[src/design/fhc_pkg.sv]
// Package for the frame header and CRC-32 checker.
// Holds the payload, queue entry and configuration types, status codes and header constants.
// No dependencies; every design file imports it.
package fhc_pkg;

    localparam int unsigned HEADER_BYTES = 16;
    localparam int unsigned HDR_IDX_W    = $clog2(HEADER_BYTES);
    localparam int unsigned CFG_IDX_W    = 8;

    localparam logic [31:0] CRC_POLY = 32'hEDB8_8320;
    localparam logic [31:0] CRC_INIT = 32'hFFFF_FFFF;

    // Magic bytes in wire order.
    localparam logic [7:0] MAGIC_BYTES [4] = '{8'h47, 8'h44, 8'h42, 8'h52};

    // Result status codes, first failing check wins.
    localparam logic [2:0] ST_OK        = 3'd0;
    localparam logic [2:0] ST_TRUNCATED = 3'd1;
    localparam logic [2:0] ST_TOO_LARGE = 3'd2;
    localparam logic [2:0] ST_MAGIC     = 3'd3;
    localparam logic [2:0] ST_VERSION   = 3'd4;
    localparam logic [2:0] ST_TYPE      = 3'd5;
    localparam logic [2:0] ST_LENGTH    = 3'd6;
    localparam logic [2:0] ST_CHECKSUM  = 3'd7;

    // Configuration register indexes.
    localparam logic [CFG_IDX_W-1:0] CFG_MAX_FRAME_BYTES  = 8'd0;
    localparam logic [CFG_IDX_W-1:0] CFG_PROTOCOL_VERSION = 8'd1;
    localparam logic [CFG_IDX_W-1:0] CFG_UPDATE_TYPE_CODE = 8'd2;
    localparam logic [CFG_IDX_W-1:0] CFG_ACTION_TYPE_CODE = 8'd3;

    typedef struct packed {
        logic [7:0] frame_byte;
        logic       frame_end;
    } fhc_in_t;

    typedef struct packed {
        logic [2:0]  status;
        logic [15:0] header_version;
        logic [15:0] message_type;
        logic [31:0] payload_length;
        logic [31:0] header_checksum;
    } fhc_out_t;

    typedef struct packed {
        logic [31:0] max_frame_bytes;
        logic [15:0] protocol_version;
        logic [15:0] update_type_code;
        logic [15:0] action_type_code;
    } fhc_cfg_t;

    // One classified byte on its way from the front to the back.
    typedef struct packed {
        logic [7:0]           frame_byte;
        logic                 frame_end;
        logic                 is_header;
        logic [HDR_IDX_W-1:0] hdr_index;
        logic [31:0]          byte_count;  // saturated count including this byte
    } fhc_entry_t;

endpackage

[src/design/fhc_front.sv]
// Front end of the checker: counts bytes of a frame and classifies each one.
// Depends on fhc_pkg.
module fhc_front
    import fhc_pkg::*;
(
    input  logic       aclk,
    input  logic       aresetn,
    input  logic       s_valid,
    output logic       s_ready,
    input  fhc_in_t    s_data,
    output logic       push_valid,
    input  logic       push_ready,
    output fhc_entry_t push_entry
);

    logic [31:0] count_reg;
    logic [31:0] count_next;
    logic [31:0] count_inc;
    logic        accept;

    assign s_ready    = push_ready;
    assign push_valid = s_valid;
    assign accept     = s_valid && push_ready;

    // The count saturates at all ones.
    assign count_inc = (count_reg == 32'hFFFF_FFFF) ? count_reg : count_reg + 32'd1;

    always_comb begin
        push_entry.frame_byte = s_data.frame_byte;
        push_entry.frame_end  = s_data.frame_end;
        push_entry.is_header  = (count_reg < 32'(HEADER_BYTES));
        push_entry.hdr_index  = count_reg[HDR_IDX_W-1:0];
        push_entry.byte_count = count_inc;
    end

    always_comb begin
        count_next = count_reg;
        if (accept) begin
            count_next = s_data.frame_end ? 32'd0 : count_inc;
        end
    end

    always_ff @(posedge aclk) begin
        if (!aresetn) begin
            count_reg <= 32'd0;
        end else begin
            count_reg <= count_next;
        end
    end

endmodule

[src/design/fhc_fifo.sv]
// Short queue between the front and back ends of the checker.
// Depends on fhc_pkg for the entry type.
module fhc_fifo
    import fhc_pkg::*;
#(
    parameter int unsigned DEPTH = 4
) (
    input  logic       aclk,
    input  logic       aresetn,
    input  logic       push_valid,
    output logic       push_ready,
    input  fhc_entry_t push_entry,
    output logic       pop_valid,
    input  logic       pop_ready,
    output fhc_entry_t pop_entry
);

    localparam int unsigned PTR_W = (DEPTH > 1) ? $clog2(DEPTH) : 1;
    localparam int unsigned CNT_W = $clog2(DEPTH + 1);
    localparam logic [PTR_W-1:0] LAST_PTR = PTR_W'(DEPTH - 1);
    localparam logic [CNT_W-1:0] FULL_CNT = CNT_W'(DEPTH);

    fhc_entry_t       slot_reg [DEPTH];
    logic [PTR_W-1:0] wr_ptr_reg;
    logic [PTR_W-1:0] wr_ptr_next;
    logic [PTR_W-1:0] rd_ptr_reg;
    logic [PTR_W-1:0] rd_ptr_next;
    logic [CNT_W-1:0] fill_reg;
    logic [CNT_W-1:0] fill_next;
    logic             do_push;
    logic             do_pop;

    assign push_ready = (fill_reg != FULL_CNT);
    assign pop_valid  = (fill_reg != '0);
    assign pop_entry  = slot_reg[rd_ptr_reg];
    assign do_push    = push_valid && push_ready;
    assign do_pop     = pop_valid && pop_ready;

    always_comb begin
        wr_ptr_next = wr_ptr_reg;
        rd_ptr_next = rd_ptr_reg;
        fill_next   = fill_reg;
        if (do_push) begin
            wr_ptr_next = (wr_ptr_reg == LAST_PTR) ? '0 : wr_ptr_reg + PTR_W'(1);
        end
        if (do_pop) begin
            rd_ptr_next = (rd_ptr_reg == LAST_PTR) ? '0 : rd_ptr_reg + PTR_W'(1);
        end
        if (do_push && !do_pop) begin
            fill_next = fill_reg + CNT_W'(1);
        end else if (do_pop && !do_push) begin
            fill_next = fill_reg - CNT_W'(1);
        end
    end

    always_ff @(posedge aclk) begin
        if (!aresetn) begin
            wr_ptr_reg <= '0;
            rd_ptr_reg <= '0;
            fill_reg   <= '0;
        end else begin
            wr_ptr_reg <= wr_ptr_next;
            rd_ptr_reg <= rd_ptr_next;
            fill_reg   <= fill_next;
        end
    end

    always_ff @(posedge aclk) begin
        if (do_push) begin
            slot_reg[wr_ptr_reg] <= push_entry;
        end
    end

endmodule

[src/design/fhc_back.sv]
// Back end of the checker: assembles the header, runs the payload CRC-32,
// judges the finished frame and holds the result register. Depends on fhc_pkg.
module fhc_back
    import fhc_pkg::*;
(
    input  logic       aclk,
    input  logic       aresetn,
    input  fhc_cfg_t   cfg,
    input  logic       pop_valid,
    output logic       pop_ready,
    input  fhc_entry_t pop_entry,
    output logic       m_valid,
    input  logic       m_ready,
    output fhc_out_t   m_data
);

    // Reflected CRC-32 update by one byte, eight bit steps.
    function automatic logic [31:0] crc_byte(input logic [31:0] crc_in, input logic [7:0] b);
        logic [31:0] c;
        c = crc_in ^ {24'd0, b};
        for (int k = 0; k < 8; k++) begin
            c = (c >> 1) ^ (c[0] ? CRC_POLY : 32'd0);
        end
        return c;
    endfunction

    // Per-frame state.
    logic        magic_reg,    magic_next;
    logic [15:0] version_reg,  version_next;
    logic [15:0] type_reg,     type_next;
    logic [31:0] length_reg,   length_next;
    logic [31:0] checksum_reg, checksum_next;
    logic [31:0] crc_reg,      crc_next;

    // Finished frame waiting for judgement.
    logic        fin_valid_reg;
    logic [31:0] fin_count_reg;
    logic        fin_magic_reg;
    logic [15:0] fin_version_reg;
    logic [15:0] fin_type_reg;
    logic [31:0] fin_length_reg;
    logic [31:0] fin_checksum_reg;
    logic [31:0] fin_crc_reg;

    logic        out_valid_reg;
    fhc_out_t    out_data_reg;

    logic        out_free;
    logic        fin_free;
    logic        take;
    logic        take_end;
    logic [2:0]  status_calc;

    assign out_free  = !out_valid_reg || m_ready;
    assign fin_free  = !fin_valid_reg || out_free;
    assign pop_ready = !pop_entry.frame_end || fin_free;
    assign take      = pop_valid && pop_ready;
    assign take_end  = take && pop_entry.frame_end;

    assign m_valid = out_valid_reg;
    assign m_data  = out_data_reg;

    // State update for the byte at the head of the queue.
    always_comb begin
        magic_next    = magic_reg;
        version_next  = version_reg;
        type_next     = type_reg;
        length_next   = length_reg;
        checksum_next = checksum_reg;
        crc_next      = crc_reg;
        if (pop_entry.is_header) begin
            priority if (pop_entry.hdr_index < HDR_IDX_W'(4)) begin
                if (pop_entry.frame_byte != MAGIC_BYTES[pop_entry.hdr_index[1:0]]) begin
                    magic_next = 1'b0;
                end
            end else if (pop_entry.hdr_index < HDR_IDX_W'(6)) begin
                version_next[{pop_entry.hdr_index[0], 3'b000} +: 8] = pop_entry.frame_byte;
            end else if (pop_entry.hdr_index < HDR_IDX_W'(8)) begin
                type_next[{pop_entry.hdr_index[0], 3'b000} +: 8] = pop_entry.frame_byte;
            end else if (pop_entry.hdr_index < HDR_IDX_W'(12)) begin
                length_next[{pop_entry.hdr_index[1:0], 3'b000} +: 8] = pop_entry.frame_byte;
            end else begin
                checksum_next[{pop_entry.hdr_index[1:0], 3'b000} +: 8] = pop_entry.frame_byte;
            end
        end else begin
            crc_next = crc_byte(crc_reg, pop_entry.frame_byte);
        end
    end

    always_ff @(posedge aclk) begin
        if (!aresetn) begin
            magic_reg    <= 1'b1;
            version_reg  <= 16'd0;
            type_reg     <= 16'd0;
            length_reg   <= 32'd0;
            checksum_reg <= 32'd0;
            crc_reg      <= CRC_INIT;
        end else if (take_end) begin
            magic_reg    <= 1'b1;
            version_reg  <= 16'd0;
            type_reg     <= 16'd0;
            length_reg   <= 32'd0;
            checksum_reg <= 32'd0;
            crc_reg      <= CRC_INIT;
        end else if (take) begin
            magic_reg    <= magic_next;
            version_reg  <= version_next;
            type_reg     <= type_next;
            length_reg   <= length_next;
            checksum_reg <= checksum_next;
            crc_reg      <= crc_next;
        end
    end

    // Judgement of the finished frame, first failure in check order.
    always_comb begin
        priority if (fin_count_reg < 32'(HEADER_BYTES)) begin
            status_calc = ST_TRUNCATED;
        end else if (fin_count_reg > cfg.max_frame_bytes) begin
            status_calc = ST_TOO_LARGE;
        end else if (!fin_magic_reg) begin
            status_calc = ST_MAGIC;
        end else if (fin_version_reg != cfg.protocol_version) begin
            status_calc = ST_VERSION;
        end else if (fin_type_reg != cfg.update_type_code &&
                     fin_type_reg != cfg.action_type_code) begin
            status_calc = ST_TYPE;
        end else if (fin_length_reg != fin_count_reg - 32'(HEADER_BYTES)) begin
            status_calc = ST_LENGTH;
        end else if (fin_checksum_reg != fin_crc_reg) begin
            status_calc = ST_CHECKSUM;
        end else begin
            status_calc = ST_OK;
        end
    end

    always_ff @(posedge aclk) begin
        if (!aresetn) begin
            fin_valid_reg <= 1'b0;
            out_valid_reg <= 1'b0;
        end else begin
            if (take_end) begin
                fin_valid_reg <= 1'b1;
            end else if (out_free) begin
                fin_valid_reg <= 1'b0;
            end
            if (out_free) begin
                out_valid_reg <= fin_valid_reg;
            end
        end
    end

    always_ff @(posedge aclk) begin
        if (take_end) begin
            fin_count_reg    <= pop_entry.byte_count;
            fin_magic_reg    <= magic_next;
            fin_version_reg  <= version_next;
            fin_type_reg     <= type_next;
            fin_length_reg   <= length_next;
            fin_checksum_reg <= checksum_next;
            fin_crc_reg      <= ~crc_next;
        end
        if (out_free && fin_valid_reg) begin
            out_data_reg.status          <= status_calc;
            out_data_reg.header_version  <= fin_version_reg;
            out_data_reg.message_type    <= fin_type_reg;
            out_data_reg.payload_length  <= fin_length_reg;
            out_data_reg.header_checksum <= fin_checksum_reg;
        end
    end

endmodule

[src/design/frame_header_crc32_checker_core.sv]
// Top level of the frame header and CRC-32 checker.
// Depends on fhc_pkg, fhc_front, fhc_fifo and fhc_back.
//
// Channel   Direction  Payload          One transaction carries
// s_        in         fhc_in_t         one frame byte and its end-of-frame flag
// m_        out        fhc_out_t        status and header fields of one frame
// cfg_      in         index, data      one configuration register write
//
// The block takes one byte per cycle while the queue has room. A byte passes the front
// counter, then the queue, then the back end, which updates the header fields or the CRC
// with an eight-bit unrolled step; the last byte of a frame is queued, then its frame's
// fields pass the judgement registers and the result register. Reset is synchronous and
// active low; it loads the configuration defaults and clears the frame state, and no
// clearing pass follows. When m_ready is low the result register and a full judgement stage
// hold, the back end stalls on a last byte, and s_ready drops only once the queue is full.
module frame_header_crc32_checker_core
    import fhc_pkg::*;
#(
    parameter int unsigned QUEUE_DEPTH = 4
) (
    input  logic                 aclk,
    input  logic                 aresetn,
    input  logic                 s_valid,
    output logic                 s_ready,
    input  fhc_in_t              s_data,
    output logic                 m_valid,
    input  logic                 m_ready,
    output fhc_out_t             m_data,
    input  logic                 cfg_valid,
    output logic                 cfg_ready,
    input  logic [CFG_IDX_W-1:0] cfg_index,
    input  logic [31:0]          cfg_data
);

    fhc_cfg_t   cfg_reg;
    fhc_cfg_t   cfg_next;
    logic       cfg_write;

    logic       push_valid;
    logic       push_ready;
    fhc_entry_t push_entry;
    logic       pop_valid;
    logic       pop_ready;
    fhc_entry_t pop_entry;

    // Configuration writes are always taken; an index past the last register is dropped.
    assign cfg_ready = 1'b1;
    assign cfg_write = cfg_valid && cfg_ready;

    always_comb begin
        cfg_next = cfg_reg;
        if (cfg_write) begin
            unique case (cfg_index)
                CFG_MAX_FRAME_BYTES:  cfg_next.max_frame_bytes  = cfg_data;
                CFG_PROTOCOL_VERSION: cfg_next.protocol_version = cfg_data[15:0];
                CFG_UPDATE_TYPE_CODE: cfg_next.update_type_code = cfg_data[15:0];
                CFG_ACTION_TYPE_CODE: cfg_next.action_type_code = cfg_data[15:0];
                default: ;
            endcase
        end
    end

    always_ff @(posedge aclk) begin
        if (!aresetn) begin
            cfg_reg.max_frame_bytes  <= 32'd1048576;
            cfg_reg.protocol_version <= 16'd1;
            cfg_reg.update_type_code <= 16'd1;
            cfg_reg.action_type_code <= 16'd2;
        end else begin
            cfg_reg <= cfg_next;
        end
    end

    // The front end counts bytes and tags each one as header or payload.
    fhc_front u_front (
        .aclk       (aclk),
        .aresetn    (aresetn),
        .s_valid    (s_valid),
        .s_ready    (s_ready),
        .s_data     (s_data),
        .push_valid (push_valid),
        .push_ready (push_ready),
        .push_entry (push_entry)
    );

    // The queue lets the front keep taking bytes while a result waits on m_ready.
    fhc_fifo #(
        .DEPTH (QUEUE_DEPTH)
    ) u_fifo (
        .aclk       (aclk),
        .aresetn    (aresetn),
        .push_valid (push_valid),
        .push_ready (push_ready),
        .push_entry (push_entry),
        .pop_valid  (pop_valid),
        .pop_ready  (pop_ready),
        .pop_entry  (pop_entry)
    );

    // The back end does the header assembly, CRC and final checks.
    fhc_back u_back (
        .aclk      (aclk),
        .aresetn   (aresetn),
        .cfg       (cfg_reg),
        .pop_valid (pop_valid),
        .pop_ready (pop_ready),
        .pop_entry (pop_entry),
        .m_valid   (m_valid),
        .m_ready   (m_ready),
        .m_data    (m_data)
    );

endmodule
[config.mk]
export PLATFORM = sky130hd
export DESIGN_NAME = frame_header_crc32_checker_core
export DESIGN_NICKNAME = d
export VERILOG_FILES = /design/src/design/fhc_pkg.sv /design/src/design/fhc_front.sv /design/src/design/fhc_fifo.sv /design/src/design/fhc_back.sv /design/src/design/frame_header_crc32_checker_core.sv
export SDC_FILE = /design/constraint.sdc
export NUM_CORES = 1
export LEC_CHECK = 0
export ABC_AREA = 1
export BUFFER_PORTS_ARGS = -buffer_cell sky130_fd_sc_hd__clkbuf_2
export CORE_MARGIN = 3
export CORE_UTILIZATION = 30
export DETAILED_ROUTE_END_ITERATION = 8
export HOLD_SLACK_MARGIN = 0.1
export PLACE_DENSITY = 0.48
export RECOVER_POWER = 100
export SLEW_MARGIN = 20
export SYNTH_ARGS = -nofsm -noshare
export SYNTH_HDL_FRONTEND = slang
export SYNTH_SLANG_ARGS = --single-unit
export TNS_END_PERCENT = 100
[constraint.sdc]
create_clock -name aclk -period 9.4 [get_ports aclk]
set_clock_uncertainty 0.1 [all_clocks]
set_input_delay 0.47 -clock aclk [delete_from_list [all_inputs] [get_ports aclk]]
set_output_delay 0.47 -clock aclk [all_outputs]
set_load 0.02 [all_outputs]
======== Word-level counts from Yosys, hierarchy flattened ========
Memory sizes are Yosys's and may differ from the RTL's. A register that Yosys moved wholly into a read port is not among the register bits.
Index checks and enable logic that the tools add are counted.
word-level totals
  flip-flop bits (word level) ............. 510
  bits in writable memories ............... 184
  output and inout port bits .............. 102
  word-level logic and storage cells ...... 155
  memories kept ........................... 1
memories
  memory           words  width  read ports  clocked after Yosys merged registers in  wr ports  RTL line        source
  u_fifo.slot_reg  4      46     1           1                                        1         fhc_fifo.sv:23  fhc_entry_t slot_reg [DEPTH];
operators by class
  add/sub/neg operators ................... 8
  $lt $le $gt $ge ......................... 8
  equal/unequal tests ..................... 13
  shift operators ......................... 4
  multiplexer cells ....................... 54
  bitwise gates (word level) .............. 13
  reduce and logical (&&, ||, !) cells .... 25
operator list
  cell                                                                           number
  32-bit 2-to-1 mux                                                              21
  31-bit by 32-bit XOR with 32-bit output                                        8
  16-bit 2-to-1 mux                                                              7
  32-bit bitwise mux                                                             2
  32-bit by 5-bit less-than comparator with 1-bit output, second input constant  2
  32-bit != test                                                                 2
  16-bit != test                                                                 3
  32-bit by 1-bit adder with 32-bit output, second input constant                1
  16-bit bitwise mux                                                             2
  32-bit == test, second input constant                                          1
  32-bit greater-than comparator                                                 1
  32-bit NOT                                                                     1
  8-bit by 7-bit variable shift with 32-bit output, first input constant         1
  8-bit by 7-bit variable part select with 32-bit output                         1
  32-bit by 5-bit subtractor with 32-bit output, second input constant           1
  32-bit by 8-bit XOR with 32-bit output                                         1
  3-bit 2-to-1 mux                                                               6
  8-bit binary-select mux with 2-bit select                                      1
  8-bit by 2-bit == test with 1-bit output, second input constant                2
  8-bit 2-to-1 mux                                                               2
  8-bit by 6-bit variable shift with 16-bit output, first input constant         1
  8-bit by 6-bit variable part select with 16-bit output                         1
  2-bit 2-to-1 mux                                                               6
  8-bit by 1-bit == test with 1-bit output, second input constant                1
  23 further kinds                                                               50

======== Depth between registers and ports, before layout ========
  depth after elaboration ................. 19
  gate-level depth with buffers ........... 19
  depth with buffers taken out ............ 19

======== Modules after synthesis ========
Synthesis repeated with hierarchy kept, for this count alone.
second synthesis, totals
  cells, all modules ...................... 3368
  area total of the unflattened synthesis .. 31739.2 µm²
modules (own cells, without submodules)
  module                           times used  cells each  area an instance (µm²)  seq. area each (µm²)
  fhc_back                         1           1940        18459.0                 10430.0
  fhc_fifo                         1           515         7313.3                  5705.5
  frame_header_crc32_checker_core  1           487         3420.8                  1601.5
  fhc_front                        1           426         2546.2                  640.6

======== Worst setup path before layout ========
Ideal clock, no wire load.
  kind .................................... input -> register
  start point ............................. input m_ready
  end point ............................... register u_back.out_data_reg (netlist bit u_back.m_data[0]) (enable)
  setup time .............................. 0.590 ns
  data arrival time ....................... 5.263 ns
  path slack .............................. 3.447 ns
  cell stages on the path ................. 2
  path buffers ............................ 0
  path through ............................ inv_1 > a21oi_1
between the ends
  cells in the longest elaborated chain, start to end .. 2
RTL lines
  element             RTL line                               source
  start: declaration  frame_header_crc32_checker_core.sv:27  input logic m_ready,
  1-bit logical OR    fhc_back.sv:54                         assign out_free = !out_valid_reg || m_ready;
  1-bit logical AND   fhc_back.sv:163                        if (out_free && fin_valid_reg) begin
  end: declaration    fhc_back.sv:46                         fhc_out_t out_data_reg;
No other way between the ends.
A chain may end at the register's enable or synchronous reset.

==> impl_metrics.csv <==
group,metric,value,unit
routing,drt-initial-drc-count,1768,
grt,grt_overflow,0,
die,die_area,0.106,mm^2
grt,grt_usage,16.0,%
critical_path,setup.worst_path.start_class,"flop",
routing,vias,22042,
timing,fmax,0.158,GHz
min_path,hp-class,"in2reg",
routing,final_antenna_net_count,0,
timing,setup_violations,0,
layout,drive_gt1_share,6.86,%
die,initial_core_util,30.5,%
layout,syn_to_final_growth,16.4,%
grt,antenna_found_initial,5,
cts,path_clk_slew,0.06,ns
timing,rsz0062_at_grt,"no",
placed_design,hpwl,59700,um
grt,grt_max_degree,98,
power,vdd_drop_max,0.213,mV
layout,final_cell_mix,"nand2_1 (557), edfxtp_1 (444), nor2_1 (381)",
critical_path,endpoint_kind,"flop",
logic_synthesis,synth_top_flop_cell,"edfxtp_1",
logic_synthesis,yosys_warnings,0,
layout,post-route-util,35.4,%
power,powerDensity,370,mW/mm^2
critical_path,path_max_fanout,90,
power,p_leak,13.5,nW
die,io_pins,156,
die,std_cell_rows,116,
die,fp.dieH,326,um
logic_synthesis,synth_cells,3176,
timing,tns,0,ns
logic_synthesis,synth_cell_type_count,53,
grt,grt_pass1_vias,20565,
placed_design,io_buffers,154,
status,status,"complete, but fails checks",
job,cap_violations,11,
logic_synthesis,ys_seq_elements,696,
layout,fin_nets,3446,
critical_path,path_class,"reg2reg",
die,die_x,326,um
cts,cts-root-buf,"clkbuf_16",
status,violations,"capacitance limit, slew limit",
cts,htree_levels,3,
timing,maxSlewHeadroom,-185,%
layout,largest_register_ff_count,184,
cts,ctsLongestPathBuffers,3,
die,core_area,0.101,mm^2
grt,grt_first_pass_wirelength,130000,um
placed_design,place_congestion,0.840,
cts,insertion_delay,0.64,ns
routing,wl_per_cell,18.3,um
critical_path,required,9.66,ns
routing,viasPerCell,4.62,
layout,final_common_cell,"nand2_1",
logic_synthesis,syn_area_per_cell,9.67,um^2
timing,max_slew.worst_pin.slew,4.28,ns
critical_path,cp.arrival,6.59,ns
logic_synthesis,synth.net_count,3280,
timing,drv_slew,591,
timing,period_needed,6.33,ns
cts,cts_buffers,81,
routing,remaining_drc_errors,0,
cts,cts_tree,"built",
cts,postCtsSetupRepairBufs,0,
routing,dr.pass1.iters,6,
cts,clock-sinks,696,
routing,wirelength,87300,um
timing,timing.final.crit_share,67.3,%
logic_synthesis,ys_seq_area_share,59.8,%
layout,antenna_cells,0,
timing,timing_hold_violations_final,0,
logic_synthesis,synth_area,0.0307,mm^2
logic_synthesis,synth_edf_count,444,
logic_synthesis,synth-async-reset-ratio,0,%
==> cells in the mapped netlist, types with 4 or more instances <==
cell | n | area (um^2)
clkbuf_1 | 89 | 334
nand2_2 | 13 | 81.3
nand3_1 | 96 | 480
nand4_1 | 31 | 194
inv_1 | 302 | 1130
xor2_2 | 4 | 65.1
buf_4 | 13 | 97.6
o21ai_1 | 122 | 611
xor2_1 | 91 | 797
ha_1 | 49 | 613
buf_2 | 16 | 80.1
nor2_1 | 386 | 1450
edfxtp_1 | 444 | 13300
inv_2 | 10 | 37.5
nand3_2 | 4 | 40.0
buf_1 | 5 | 18.8
nor3_1 | 26 | 130
or2_2 | 13 | 81.3
a21oi_1 | 184 | 921
xnor2_1 | 79 | 692
nand3b_1 | 8 | 60.1
o211ai_1 | 7 | 52.6
dfxtp_1 | 252 | 5040
o21ai_0 | 273 | 1370
nor4_1 | 24 | 150
xor2_4 | 4 | 110
nand2_1 | 551 | 2070
nand2_4 | 4 | 45.0
o22ai_1 | 37 | 231
==> per-stage QoR <==
step | std cells | cell area [um^2] | hold WS (ns) | power, mW | worst slack (ns)
3_3_place_gp | 4580 | 32800 | 0.346 | 10.1 | 5.30
5_1_grt | 4767 | 35800 | 0.118 | 14.1 | 2.57
6_report | 4767 | 35800 | 0.138 | 13.2 | 3.07
3_5_place_dp | 4580 | 32800 | 0.354 | 10.1 | 5.29
2_1_floorplan | 3176 | 30700 | 0.326 | 8.51 | 3.45
4_1_cts | 4767 | 36000 | 0.101 | 13.4 | 5.26
==> metal layers <==
layer	GRT usage (%)	up-vias	part of all wire, %
met4	4.76	2	2.4
met2	25.2	466	45
met3	2.69	99	4.9
met1	22.7	10474	48
met5	0	-	0.015
li1	-	11001	-
==> critical path, cell delays in order (launching register included) <==
cell and delay (ns):
dfxtp_1 0.31, inv_1 0.07, clkbuf_1 2.75, nand2_1 0.16, nand3_1 0.32, nand2_1 0.51, nand2_1 0.29, nand2_4 0.16
inv_1 0.11, nand2_1 0.06, nand2_1 0.36, xor2_1 0.38, inv_2 0.11, nand2_1 0.08, nand2_1 0.07, nand2_1 0.07
nand2_1 0.10
==> where the power goes <==
group          internal (mW)  leakage, nW  switching [mW]  total (mW)
Combinational           1.41         6.04            3.28        4.69
Clock                   1.99         1.37            1.30        3.28
Sequential              4.53         6.08           0.708        5.24
==> path summary, 6_finish.rpt <==
kind	start	end	slack, ns	cells after the start
worst min register to register	cfg_reg[71]	cfg_reg[71]	0.37	2
worst min-delay path	cfg_data[0]	cfg_reg[0]	0.14	3
worst max register to register	flop	u_back.fin_crc_reg[23]	3.07	16
worst max-delay path	flop	u_back.fin_crc_reg[23]	3.07	16
==> what timing repair did <==
action | 4_1_cts | 5_1_grt
gates resized for setup | 0 | 0
hold endpoints to repair | 74 | 0
hold buffers | 36 | 0
==> cell families after synthesis <==
logic type	count (synthesis)	synth area share (%)
and+or+nand+nor	1168	16.0
DFF	696	59.8
AOI/OAI and AO/OA	640	10.9
buffers and inverters	441	5.70
xor gates and xnor gates	180	5.54
adders and majority gates	50	2.06
other	1	0.0122
==> final cells by class <==
cell class | instances | area, um^2
clock buffers | 110 | 2280
clock inverters | 41 | 528
fillers | 10260 | 65100
inverters | 315 | 1190
multi-input cells | 2039 | 10600
flip-flops and latches | 696 | 18400
well taps | 1357 | 1700
repair buffers | 209 | 1100
Note: power is estimated with default switching activity, not from simulation.
